**src/sv/irdl_pkg.sv**
```systemverilog
// Shared types, constants and coefficient tables of the IR distance linearizer.
// Coefficients are rounded to signed Q32 at elaboration from their decimal form.
// No dependencies.
package irdl_pkg;

    // Default parameter values
    localparam int unsigned CHANNELS_DEFAULT    = 5;
    localparam int unsigned SAMPLE_BITS_DEFAULT = 10;
    localparam int unsigned SAMPLE_BITS_MAX     = 12;

    // Field widths
    localparam int unsigned CH_BITS        = 3;
    localparam int unsigned DIST_BITS      = 12;
    localparam int unsigned CURVE_MAP_BITS = 10;
    localparam int unsigned MAP_EXT_BITS   = 16;
    localparam int unsigned ACC_BITS       = 64;
    localparam int unsigned SCALE_BITS     = 10;
    localparam int unsigned DIST_SHIFT     = 28;
    localparam int unsigned PROD_MAX_BITS  = ACC_BITS + SAMPLE_BITS_MAX;
    localparam int unsigned COEF_IDX_BITS  = 5;
    localparam int unsigned COEF_COUNT     = 21;
    localparam int unsigned STEP_BITS      = 4;

    localparam logic [CURVE_MAP_BITS-1:0] CURVE_MAP_RESET = 10'd537;
    localparam logic [DIST_BITS-1:0]      NONE_DISTANCE   = 12'd4064;
    localparam logic [DIST_BITS-1:0]      DIST_MAX        = 12'd4095;

    // Curve codes held in the curve map
    localparam logic [1:0] CURVE_SHORT = 2'd0;
    localparam logic [1:0] CURVE_LONG  = 2'd1;
    localparam logic [1:0] CURVE_BACK  = 2'd2;
    localparam logic [1:0] CURVE_NONE  = 2'd3;

    // Saturation limits of the accumulator
    localparam logic signed [ACC_BITS-1:0] ACC_MAX = {1'b0, {(ACC_BITS-1){1'b1}}};
    localparam logic signed [ACC_BITS-1:0] ACC_MIN = {1'b1, {(ACC_BITS-1){1'b0}}};

    // Powers of ten for the coefficient rounding
    localparam logic [191:0] E9  = 192'd1_000_000_000;
    localparam logic [191:0] E10 = E9  * 192'd10;
    localparam logic [191:0] E11 = E10 * 192'd10;
    localparam logic [191:0] E12 = E11 * 192'd10;
    localparam logic [191:0] E13 = E12 * 192'd10;
    localparam logic [191:0] E14 = E13 * 192'd10;
    localparam logic [191:0] E15 = E14 * 192'd10;
    localparam logic [191:0] E16 = E15 * 192'd10;
    localparam logic [191:0] E17 = E16 * 192'd10;
    localparam logic [191:0] E18 = E17 * 192'd10;
    localparam logic [191:0] E19 = E18 * 192'd10;
    localparam logic [191:0] E20 = E19 * 192'd10;
    localparam logic [191:0] E21 = E20 * 192'd10;
    localparam logic [191:0] E22 = E21 * 192'd10;
    localparam logic [191:0] E23 = E22 * 192'd10;
    localparam logic [191:0] E24 = E23 * 192'd10;
    localparam logic [191:0] E25 = E24 * 192'd10;
    localparam logic [191:0] E26 = E25 * 192'd10;
    localparam logic [191:0] E27 = E26 * 192'd10;
    localparam logic [191:0] E28 = E27 * 192'd10;
    localparam logic [191:0] E29 = E28 * 192'd10;

    // Short curve, degree 6: round(c_k * 2^(32 + 10k))
    localparam logic signed [63:0] C_S0 =
        64'(((192'd833762148745 << 32) + (E10 >> 1)) / E10);
    localparam logic signed [63:0] C_S1 =
        -64'(((192'd934445496366 << 42) + (E12 >> 1)) / E12);
    localparam logic signed [63:0] C_S2 =
        64'(((192'd548098207662 << 52) + (E14 >> 1)) / E14);
    localparam logic signed [63:0] C_S3 =
        -64'(((192'd181285077491 << 62) + (E16 >> 1)) / E16);
    localparam logic signed [63:0] C_S4 =
        64'(((192'd336401952493 << 72) + (E19 >> 1)) / E19);
    localparam logic signed [63:0] C_S5 =
        -64'(((192'd324803038942 << 82) + (E22 >> 1)) / E22);
    localparam logic signed [63:0] C_S6 =
        64'(((192'd126464293347 << 92) + (E25 >> 1)) / E25);

    // Long curve, degree 8
    localparam logic signed [63:0] C_L0 =
        64'(((192'd485450912561 << 32) + (E9 >> 1)) / E9);
    localparam logic signed [63:0] C_L1 =
        -64'(((192'd602157204247 << 42) + (E11 >> 1)) / E11);
    localparam logic signed [63:0] C_L2 =
        64'(((192'd406130112214 << 52) + (E13 >> 1)) / E13);
    localparam logic signed [63:0] C_L3 =
        -64'(((192'd169401981795 << 62) + (E15 >> 1)) / E15);
    localparam logic signed [63:0] C_L4 =
        64'(((192'd458857846301 << 72) + (E18 >> 1)) / E18);
    localparam logic signed [63:0] C_L5 =
        -64'(((192'd809866506873 << 82) + (E21 >> 1)) / E21);
    localparam logic signed [63:0] C_L6 =
        64'(((192'd897290364989 << 92) + (E24 >> 1)) / E24);
    localparam logic signed [63:0] C_L7 =
        -64'(((192'd564979179032 << 102) + (E27 >> 1)) / E27);
    localparam logic signed [63:0] C_L8 =
        64'(((192'd15358134636 << 112) + (E29 >> 1)) / E29);

    // Back curve, degree 4
    localparam logic signed [63:0] C_B0 =
        64'(((192'd154383035165 << 32) + (E9 >> 1)) / E9);
    localparam logic signed [63:0] C_B1 =
        -64'(((192'd124981836081 << 42) + (E11 >> 1)) / E11);
    localparam logic signed [63:0] C_B2 =
        64'(((192'd454026336693 << 52) + (E14 >> 1)) / E14);
    localparam logic signed [63:0] C_B3 =
        -64'(((192'd753561554655 << 62) + (E17 >> 1)) / E17);
    localparam logic signed [63:0] C_B4 =
        64'(((192'd461115274448 << 72) + (E20 >> 1)) / E20);

    // All curves, each listed from x^0 upward
    localparam logic signed [63:0] COEF_ROM [COEF_COUNT] = '{
        C_S0, C_S1, C_S2, C_S3, C_S4, C_S5, C_S6,
        C_L0, C_L1, C_L2, C_L3, C_L4, C_L5, C_L6, C_L7, C_L8,
        C_B0, C_B1, C_B2, C_B3, C_B4
    };

    // Controller to datapath commands
    typedef struct packed {
        logic                     load;
        logic                     init;
        logic                     mul;
        logic                     add;
        logic                     emit;
        logic [COEF_IDX_BITS-1:0] coef_idx;
    } t_cmd;

    // Datapath to controller status
    typedef struct packed {
        logic [1:0] code;
        logic       out_free;
    } t_status;

    function automatic logic signed [ACC_BITS-1:0] f_coef(
        input logic [COEF_IDX_BITS-1:0] idx
    );
        logic signed [ACC_BITS-1:0] v;
        v = '0;
        if (idx < COEF_IDX_BITS'(COEF_COUNT)) begin
            v = COEF_ROM[idx];
        end
        return v;
    endfunction

    function automatic logic [COEF_IDX_BITS-1:0] f_curve_start(input logic [1:0] code);
        logic [COEF_IDX_BITS-1:0] s;
        case (code)
            CURVE_SHORT: s = 5'd0;
            CURVE_LONG:  s = 5'd7;
            CURVE_BACK:  s = 5'd16;
            default:     s = 5'd0;
        endcase
        return s;
    endfunction

    function automatic logic [STEP_BITS-1:0] f_curve_degree(input logic [1:0] code);
        logic [STEP_BITS-1:0] d;
        case (code)
            CURVE_SHORT: d = 4'd6;
            CURVE_LONG:  d = 4'd8;
            CURVE_BACK:  d = 4'd4;
            default:     d = 4'd0;
        endcase
        return d;
    endfunction

endpackage

```
**src/sv/irdl_ctrl.sv**
```systemverilog
// Sequencer of the IR distance linearizer: accept, Horner steps, result handoff.
// Drives the datapath through irdl_pkg::t_cmd and reads irdl_pkg::t_status.
// Depends on irdl_pkg.
module irdl_ctrl (
    input  logic              i_clk,
    input  logic              i_rst_n,
    input  logic              i_valid,
    output logic              o_ready,
    input  irdl_pkg::t_status i_status,
    output irdl_pkg::t_cmd    o_cmd
);
    import irdl_pkg::*;

    typedef enum logic [4:0] {
        ST_IDLE  = 5'b00001,
        ST_SETUP = 5'b00010,
        ST_MUL   = 5'b00100,
        ST_ADD   = 5'b01000,
        ST_EMIT  = 5'b10000
    } t_state;

    t_state               r_state, n_state;
    logic [STEP_BITS-1:0] r_k, n_k;

    logic [COEF_IDX_BITS-1:0] start;
    logic [STEP_BITS-1:0]     degree;

    assign start  = f_curve_start(i_status.code);
    assign degree = f_curve_degree(i_status.code);

    // Sequence one transaction at a time
    always_comb begin
        n_state      = r_state;
        n_k          = r_k;
        o_cmd        = '0;
        o_ready      = 1'b0;
        case (r_state)
            ST_IDLE: begin
                o_ready = 1'b1;
                if (i_valid) begin
                    o_cmd.load = 1'b1;
                    n_state    = ST_SETUP;
                end
            end
            ST_SETUP: begin
                if (i_status.code == CURVE_NONE) begin
                    n_state = ST_EMIT;
                end else begin
                    o_cmd.init     = 1'b1;
                    o_cmd.coef_idx = start + COEF_IDX_BITS'(degree);
                    n_k            = degree;
                    n_state        = ST_MUL;
                end
            end
            ST_MUL: begin
                o_cmd.mul = 1'b1;
                n_k       = r_k - 1'b1;
                n_state   = ST_ADD;
            end
            ST_ADD: begin
                o_cmd.add      = 1'b1;
                o_cmd.coef_idx = start + COEF_IDX_BITS'(r_k);
                n_state        = (r_k == '0) ? ST_EMIT : ST_MUL;
            end
            ST_EMIT: begin
                if (i_status.out_free) begin
                    o_cmd.emit = 1'b1;
                    n_state    = ST_IDLE;
                end
            end
            default: begin
                n_state = ST_IDLE;
            end
        endcase
    end

    // Hold state and step count
    always_ff @(posedge i_clk) begin
        if (!i_rst_n) begin
            r_state <= ST_IDLE;
            r_k     <= '0;
        end else begin
            r_state <= n_state;
            r_k     <= n_k;
        end
    end

endmodule

```
**src/sv/irdl_datapath.sv**
```systemverilog
// Datapath of the IR distance linearizer: channel counter, curve map, Horner
// accumulator with saturating multiply and add, output register.
// Depends on irdl_pkg.
module irdl_datapath #(
    parameter int unsigned CHANNELS    = irdl_pkg::CHANNELS_DEFAULT,
    parameter int unsigned SAMPLE_BITS = irdl_pkg::SAMPLE_BITS_DEFAULT
) (
    input  logic                                 i_clk,
    input  logic                                 i_rst_n,
    input  logic [SAMPLE_BITS-1:0]               i_sample,
    input  logic                                 i_cfg_we,
    input  logic [irdl_pkg::CURVE_MAP_BITS-1:0]  i_cfg_wdata,
    input  irdl_pkg::t_cmd                       i_cmd,
    output irdl_pkg::t_status                    o_status,
    output logic                                 o_valid,
    input  logic                                 i_ready,
    output logic [irdl_pkg::CH_BITS-1:0]         o_channel,
    output logic [irdl_pkg::DIST_BITS-1:0]       o_distance,
    output logic [irdl_pkg::CH_BITS-1:0]         o_next_channel
);
    import irdl_pkg::*;

    localparam int unsigned PROD_BITS = ACC_BITS + SAMPLE_BITS;
    localparam int unsigned Q_BITS    = PROD_MAX_BITS - SCALE_BITS;

    logic [CURVE_MAP_BITS-1:0]  r_curve_map;
    logic [CH_BITS-1:0]         r_ch;
    logic [CH_BITS-1:0]         r_item_ch;
    logic [CH_BITS-1:0]         r_item_next;
    logic [1:0]                 r_code;
    logic [SAMPLE_BITS-1:0]     r_x;
    logic signed [ACC_BITS-1:0] r_acc;
    logic [PROD_BITS-1:0]       r_prod;
    logic                       r_neg;
    logic                       r_out_valid;
    logic [CH_BITS-1:0]         r_out_ch;
    logic [DIST_BITS-1:0]       r_out_dist;
    logic [CH_BITS-1:0]         r_out_next;

    logic [CH_BITS-1:0]         next_ch;
    logic [MAP_EXT_BITS-1:0]    map_ext;
    logic [1:0]                 code;
    logic signed [ACC_BITS-1:0] coef;
    logic [ACC_BITS-1:0]        mag;
    logic [PROD_MAX_BITS-1:0]   prod_ext;
    logic [Q_BITS-1:0]          q;
    logic                       frac;
    logic                       over;
    logic signed [ACC_BITS-1:0] mres;
    logic signed [ACC_BITS:0]   sum;
    logic signed [ACC_BITS-1:0] acc_step;
    logic [DIST_BITS-1:0]       distance;

    // Round-robin channel and the curve code of the current channel
    assign next_ch = (r_ch == CH_BITS'(CHANNELS - 1)) ? '0 : r_ch + 1'b1;
    assign map_ext = MAP_EXT_BITS'(r_curve_map);
    assign code    = map_ext[{r_ch, 1'b0} +: 2];

    assign coef = f_coef(i_cmd.coef_idx);
    assign mag  = r_acc[ACC_BITS-1] ? ACC_BITS'(-r_acc) : ACC_BITS'(r_acc);

    // Scale the product back to Q32 and saturate, flooring negative values, then add the coefficient with saturation
    always_comb begin
        prod_ext = PROD_MAX_BITS'(r_prod);
        q        = prod_ext[PROD_MAX_BITS-1:SCALE_BITS];
        frac     = |prod_ext[SCALE_BITS-1:0];
        over     = |q[Q_BITS-1:ACC_BITS-1];
        if (!r_neg) begin
            mres = over ? ACC_MAX : {1'b0, q[ACC_BITS-2:0]};
        end else if (over || (&q[ACC_BITS-2:0] && frac)) begin
            mres = ACC_MIN;
        end else begin
            mres = ~q[ACC_BITS-1:0] + ACC_BITS'(!frac);
        end
        sum = {mres[ACC_BITS-1], mres} + {coef[ACC_BITS-1], coef};
        if (sum[ACC_BITS] != sum[ACC_BITS-1]) begin
            acc_step = sum[ACC_BITS] ? ACC_MIN : ACC_MAX;
        end else begin
            acc_step = sum[ACC_BITS-1:0];
        end
    end

    // Convert the accumulator to sixteenths of a centimeter
    always_comb begin
        if (r_code == CURVE_NONE) begin
            distance = NONE_DISTANCE;
        end else if (r_acc[ACC_BITS-1]) begin
            distance = '0;
        end else if (|r_acc[ACC_BITS-2:DIST_SHIFT+DIST_BITS]) begin
            distance = DIST_MAX;
        end else begin
            distance = r_acc[DIST_SHIFT+DIST_BITS-1:DIST_SHIFT];
        end
    end

    // Control registers: curve map, channel counter, output valid
    always_ff @(posedge i_clk) begin
        if (!i_rst_n) begin
            r_curve_map <= CURVE_MAP_RESET;
            r_ch        <= '0;
            r_out_valid <= 1'b0;
        end else begin
            if (i_cfg_we) begin
                r_curve_map <= i_cfg_wdata;
            end
            if (i_cmd.load) begin
                r_ch <= next_ch;
            end
            if (i_cmd.emit) begin
                r_out_valid <= 1'b1;
            end else if (i_ready) begin
                r_out_valid <= 1'b0;
            end
        end
    end

    // Payload registers: item capture, Horner accumulator, output
    always_ff @(posedge i_clk) begin
        if (i_cmd.load) begin
            r_x         <= i_sample;
            r_item_ch   <= r_ch;
            r_item_next <= next_ch;
            r_code      <= code;
        end
        if (i_cmd.init) begin
            r_acc <= coef;
        end else if (i_cmd.add) begin
            r_acc <= acc_step;
        end
        if (i_cmd.mul) begin
            r_prod <= PROD_BITS'(mag) * PROD_BITS'(r_x);
            r_neg  <= r_acc[ACC_BITS-1];
        end
        if (i_cmd.emit) begin
            r_out_ch   <= r_item_ch;
            r_out_dist <= distance;
            r_out_next <= r_item_next;
        end
    end

    assign o_status.code     = r_code;
    assign o_status.out_free = !r_out_valid || i_ready;

    assign o_valid        = r_out_valid;
    assign o_channel      = r_out_ch;
    assign o_distance     = r_out_dist;
    assign o_next_channel = r_out_next;

endmodule

```
**src/sv/ir_distance_linearizer_top.sv**
```systemverilog
// Top level of the IR distance linearizer: sequencer plus datapath.
// Depends on irdl_pkg, irdl_ctrl and irdl_datapath.
//
//   channel   direction  signals                                   accepted when
//   sample    in         i_valid, o_ready, i_sample                i_valid && o_ready
//   result    out        o_valid, i_ready, o_channel, o_distance,  o_valid && i_ready
//                        o_next_channel
//   config    in         i_cfg_we, i_cfg_wdata (curve map)         i_cfg_we
//
// One transaction takes the sequencer through ST_IDLE, ST_SETUP, one ST_MUL and
// ST_ADD pair per degree (8 long, 6 short, 4 back) and ST_EMIT; an unused curve
// skips the steps. Each Horner step runs the 64 x SAMPLE_BITS multiplier, then
// the saturating scale-and-add. Synchronous active-low reset clears the
// sequencer, the channel counter (to channel 0) and sets the curve map to 537.
// The result register frees the input side; a new sample is taken while an older
// result waits, and a finished result holds in the datapath until that slot frees.
module ir_distance_linearizer_top #(
    parameter int unsigned CHANNELS    = irdl_pkg::CHANNELS_DEFAULT,
    parameter int unsigned SAMPLE_BITS = irdl_pkg::SAMPLE_BITS_DEFAULT
) (
    input  logic                                i_clk,
    input  logic                                i_rst_n,
    input  logic                                i_valid,
    output logic                                o_ready,
    input  logic [SAMPLE_BITS-1:0]              i_sample,
    output logic                                o_valid,
    input  logic                                i_ready,
    output logic [irdl_pkg::CH_BITS-1:0]        o_channel,
    output logic [irdl_pkg::DIST_BITS-1:0]      o_distance,
    output logic [irdl_pkg::CH_BITS-1:0]        o_next_channel,
    input  logic                                i_cfg_we,
    input  logic [irdl_pkg::CURVE_MAP_BITS-1:0] i_cfg_wdata
);
    import irdl_pkg::*;

    t_cmd    cmd;
    t_status status;

    // Sequencer
    irdl_ctrl u_ctrl (
        .i_clk    (i_clk),
        .i_rst_n  (i_rst_n),
        .i_valid  (i_valid),
        .o_ready  (o_ready),
        .i_status (status),
        .o_cmd    (cmd)
    );

    // Datapath
    irdl_datapath #(
        .CHANNELS    (CHANNELS),
        .SAMPLE_BITS (SAMPLE_BITS)
    ) u_datapath (
        .i_clk          (i_clk),
        .i_rst_n        (i_rst_n),
        .i_sample       (i_sample),
        .i_cfg_we       (i_cfg_we),
        .i_cfg_wdata    (i_cfg_wdata),
        .i_cmd          (cmd),
        .o_status       (status),
        .o_valid        (o_valid),
        .i_ready        (i_ready),
        .o_channel      (o_channel),
        .o_distance     (o_distance),
        .o_next_channel (o_next_channel)
    );

endmodule

```
**config.mk**
```make
export PLATFORM = sky130hd
export DESIGN_NAME = ir_distance_linearizer_top
export DESIGN_NICKNAME = d
export VERILOG_FILES = /design/src/sv/irdl_pkg.sv /design/src/sv/irdl_ctrl.sv /design/src/sv/irdl_datapath.sv /design/src/sv/ir_distance_linearizer_top.sv
export SDC_FILE = /design/constraint.sdc
export NUM_CORES = 2
export LEC_CHECK = 0
export ABC_CLOCK_PERIOD_IN_PS = 13600
export BUFFER_PORTS_ARGS = -buffer_cell sky130_fd_sc_hd__buf_4
export CORE_ASPECT_RATIO = 0.9
export CORE_MARGIN = 3
export CORE_UTILIZATION = 45
export CTS_BUF_LIST = sky130_fd_sc_hd__clkbuf_4 sky130_fd_sc_hd__clkbuf_8 sky130_fd_sc_hd__clkbuf_16
export CTS_CLUSTER_DIAMETER = 50
export DETAILED_ROUTE_END_ITERATION = 6
export PLACE_DENSITY = 0.7
export SLEW_MARGIN = 20
export SYNTH_ARGS = -nofsm -noshare
export SYNTH_HDL_FRONTEND = slang
export SYNTH_HIERARCHICAL = 1
export SYNTH_SLANG_ARGS = --single-unit
export TNS_END_PERCENT = 10
```
**constraint.sdc**
```tcl
create_clock -name i_clk -period 13.6 [get_ports i_clk]
set_input_delay 1.36 -clock i_clk [delete_from_list [all_inputs] [get_ports i_clk]]
set_output_delay 1.36 -clock i_clk [all_outputs]
set_load 0.01 [all_outputs]
```
==> out/qor.yml <==
grt_usage_pct: 24.7
p_seq_share_pct: 12.8
dieHeight_um: 276
power_frac_clock_pct: 7.4
layout_setup_ws_ns: 3.49
vias_per_cell: 5.91
power.switching_mw: 4.14
fp-row-count: 98
grt_overflow: 0
crit_fanout: 12
grt_pass1_vias: 31000
syn_area_mm2: 0.0365
pre_cts_slack_ns: 3.50
status: "complete, but fails checks"
setup-violations-final: 0
r2r_start: "u_datapath/r_acc[0]"
max_stage_delay_ns: 0.81
netlist_instances: 4280
holdBufCountCts: 0
drive_above_1_share_pct: 4.90
r2r_cells: 27
drv_cap: 0
slew_headroom_pct: 22.1
wl_per_cell_um: 19.8
rsz0062_at_grt: "no"
detail-route-antenna-nets: 0
cpMostUsedCell: "fa_1"
yosys_warnings: 6
cts_root_buf: "clkbuf_16"
hpwl_um: 80900
finalCritPeriodShare_pct: 74.4
power_leakage_nw: 16.8
path_clk_slew_ns: 0.10
startpoint: "u_datapath/r_acc[0]"
clock_latency_ns: 0.49
stdcell_area_mm2: 0.0385
core_mm2: 0.0798
power_per_cell_area_mw_per_mm2: 201
grt_max_degree: 74
hold_path.class: "register to register"
setup_tns_ns: 0
grt_pass1_wl_um: 170000
p_int_mw: 3.62
cts.sinks: 198
ys.flop_type: "edfxtp_1"
crit_end: "u_datapath/r_prod[69]"
p_comb_share_pct: 79.8
fillers: 7655
seq_area_frac_synth_pct: 15.7
drcViolationCount: 1
postCtsSetupBuffers: 0
dp.cells: 5203
htreeDepth: 4
detail_route.wirelength_um: 104000
antenna_found_initial: 0
place_area_mm2: 0.0378
cts_tree: "done"
finalHoldViolCount: 0
cp-start-kind: "register"
place_congestion: 0.970
end_kind: "register"
dr.pass1.iters: 7
fin_util_pct: 48.3
r2r_slack_ns: 3.49
syn_nets: 5000
critPathBufInv: 3
fp.dieArea_mm2: 0.0845
worstMarginPinSlew_ns: 1.16
irDropWorstVdd_mv: 0.168
layout.nets: 4892
clockBufferDepth: 2
synth.distinct_cells: 86
num_antenna_cells: 0
ys_seq_elements: 198
cts-resized-gates: 0
area_delta_synth_final_pct: 5.63
fin_crit_ns: 10.11
synth_area_per_cell_um2: 8.52
crit_slowest_cell: "xor2_1"
switching_share_pct: 53.3
numPortBuffers: 44
critical_path.top_delay_family: "adder cells"
cp.depth: 27
synth-edff-count: 175
synthArstFlopShare_pct: 0
worstPathArrival_ns: 10.34
vias: 30900
path_class: "register to register"
clock_skew_ns: 0.0250
io_pins: 45
finalMaxSlewViolations: 0
r2r_end: "u_datapath/r_prod[69]"
stdcell_count: 5235
die_x_um: 306
max_freq_mhz: 98.9
drtIter0Drc: 2954
violations: "design-rule violations"
start_util_pct: 45.7
cts_made_buffers: 17
worst_ep_required_time_ns: 13.83
-- metal layers --
layer | global-route usage, % | wire length, um | vias up
met5 | 0 | 0 | -
met4 | 8.78 | 3510 | 0
met3 | 2.66 | 6250 | 178
met2 | 40.7 | 49100 | 1132
met1 | 33.9 | 45000 | 15400
li1 | - | - | 14200
-- logic make-up after synthesis --
logic type | Yosys count | synth area share, %
xor+xnor | 188 | 4.51
mux | 20 | 0.628
simple gates | 1559 | 21.7
flops | 198 | 15.7
fa+ha+maj | 695 | 34.0
compound gates | 910 | 16.1
buf+inv | 710 | 7.31
-- cells in the final DEF (no fill, tap or decap), drive strengths merged, types with 26 or more instances in the layout --
| cell type | count |
|---|---|
| o21a | 36 |
| ha | 200 |
| o21bai | 32 |
| buf | 96 |
| nor2 | 202 |
| a211oi | 30 |
| inv | 495 |
| or2 | 30 |
| nand3 | 56 |
| and2 | 324 |
| a2bb2oi | 35 |
| o21ai | 235 |
| fa | 495 |
| nor3 | 60 |
| nand4 | 70 |
| nand2b | 42 |
| o311ai | 38 |
| or4 | 26 |
| xnor2 | 131 |
| nand2 | 532 |
| xor2 | 57 |
| o31ai | 34 |
| edfxtp | 175 |
| nor2b | 85 |
| nor4 | 36 |
| or3 | 40 |
| a21oi | 232 |
| a21o | 64 |
-- power groups by stage --
| stage | clock (mW) | sequential, mW | combinational, mW |
|---|---|---|---|
| finish | 0.577 | 0.991 | 6.19 |
| CTS | 0.594 | 0.991 | 6.17 |
| floorplan | 0 | 0.997 | 4.62 |
| detailed placement | 0 | 1.00 | 6.12 |
| global route | 0.612 | 0.993 | 6.93 |
| global placement | 0 | 1.00 | 6.10 |
-- stage by stage --
| step | hold WS, ns | power [mW] |
|---|---|---|
| global placement | 0.403 | 7.10 |
| CTS | 0.433 | 7.75 |
| floorplan | 0.400 | 5.62 |
| finish | 0.429 | 7.76 |
| global route | 0.441 | 8.53 |
| detailed placement | 0.408 | 7.13 |
-- worst min-delay path by stage --
stage / startpoint / to / slack (ns) / cells past startpoint
after floorplan: u_datapath/r_item_ch[0] / u_datapath/o_channel[0] / 0.40 / 0
after global placement: u_datapath/r_item_ch[0] / u_datapath/o_channel[0] / 0.40 / 0
after detailed placement: u_datapath/r_item_ch[2] / u_datapath/o_channel[2] / 0.41 / 0
after CTS: u_datapath/r_item_ch[2] / u_datapath/o_channel[2] / 0.43 / 0
after global routing: u_datapath/r_item_ch[0] / u_datapath/o_channel[0] / 0.44 / 0
final: u_datapath/r_item_ch[2] / u_datapath/o_channel[2] / 0.43 / 0
-- sequential cells by signal (all words and copies together) (netlist names), 2 cells and up --
signal                     flops
u_datapath/r_curve_map        10
u_ctrl/r_state                 5
u_datapath/r_code              2
u_datapath/r_acc              64
u_datapath/r_x                10
u_datapath/r_item_ch           3
u_datapath/o_next_channel      3
u_datapath/r_ch                3
u_datapath/o_distance         12
u_datapath/r_prod             74
u_datapath/r_item_next         3
u_datapath/o_channel           3
u_ctrl/r_k                     4
-- cell usage after synthesis (all sizes together), types with 19 or more instances --
| cell type | number | area, um2 |
|---|---|---|
| o21ai | 235 | 1180 |
| a211oi | 30 | 225 |
| fa | 495 | 9910 |
| a21oi | 232 | 1160 |
| nand2b | 42 | 263 |
| nor2 | 202 | 758 |
| nand3 | 56 | 280 |
| nor3 | 60 | 300 |
| edfxtp | 175 | 5260 |
| a31oi | 24 | 150 |
| nor4 | 36 | 240 |
| o21a | 36 | 270 |
| nor2b | 85 | 532 |
| or3 | 40 | 255 |
| dfxtp | 23 | 460 |
| xnor2 | 131 | 1150 |
| a21boi | 20 | 150 |
| o311ai | 38 | 333 |
| o21bai | 32 | 240 |
| xor2 | 57 | 499 |
| o31ai | 34 | 260 |
| nand2 | 532 | 2000 |
| and2 | 324 | 2030 |
| or4 | 26 | 210 |
| inv | 484 | 1820 |
| a21o | 64 | 480 |
| clkbuf | 208 | 781 |
| ha | 200 | 2500 |
| or2 | 30 | 190 |
| and3 | 23 | 144 |
| nand4 | 70 | 444 |
| o211ai | 19 | 143 |
| a2bb2oi | 35 | 307 |
-- cell type report --
cell class	count	area, um2	area share (%)
Clock inverter	15	234	0.607
Tap cell	1050	1310	3.41
Sequential cell	198	5720	14.8
Inverter	487	1830	4.74
Timing Repair Buffer	96	721	1.87
Clock buffer	17	425	1.10
Multi-Input combinational cell	3372	28300	73.4
No activity file was read; power rests on OpenSTA's default activity.
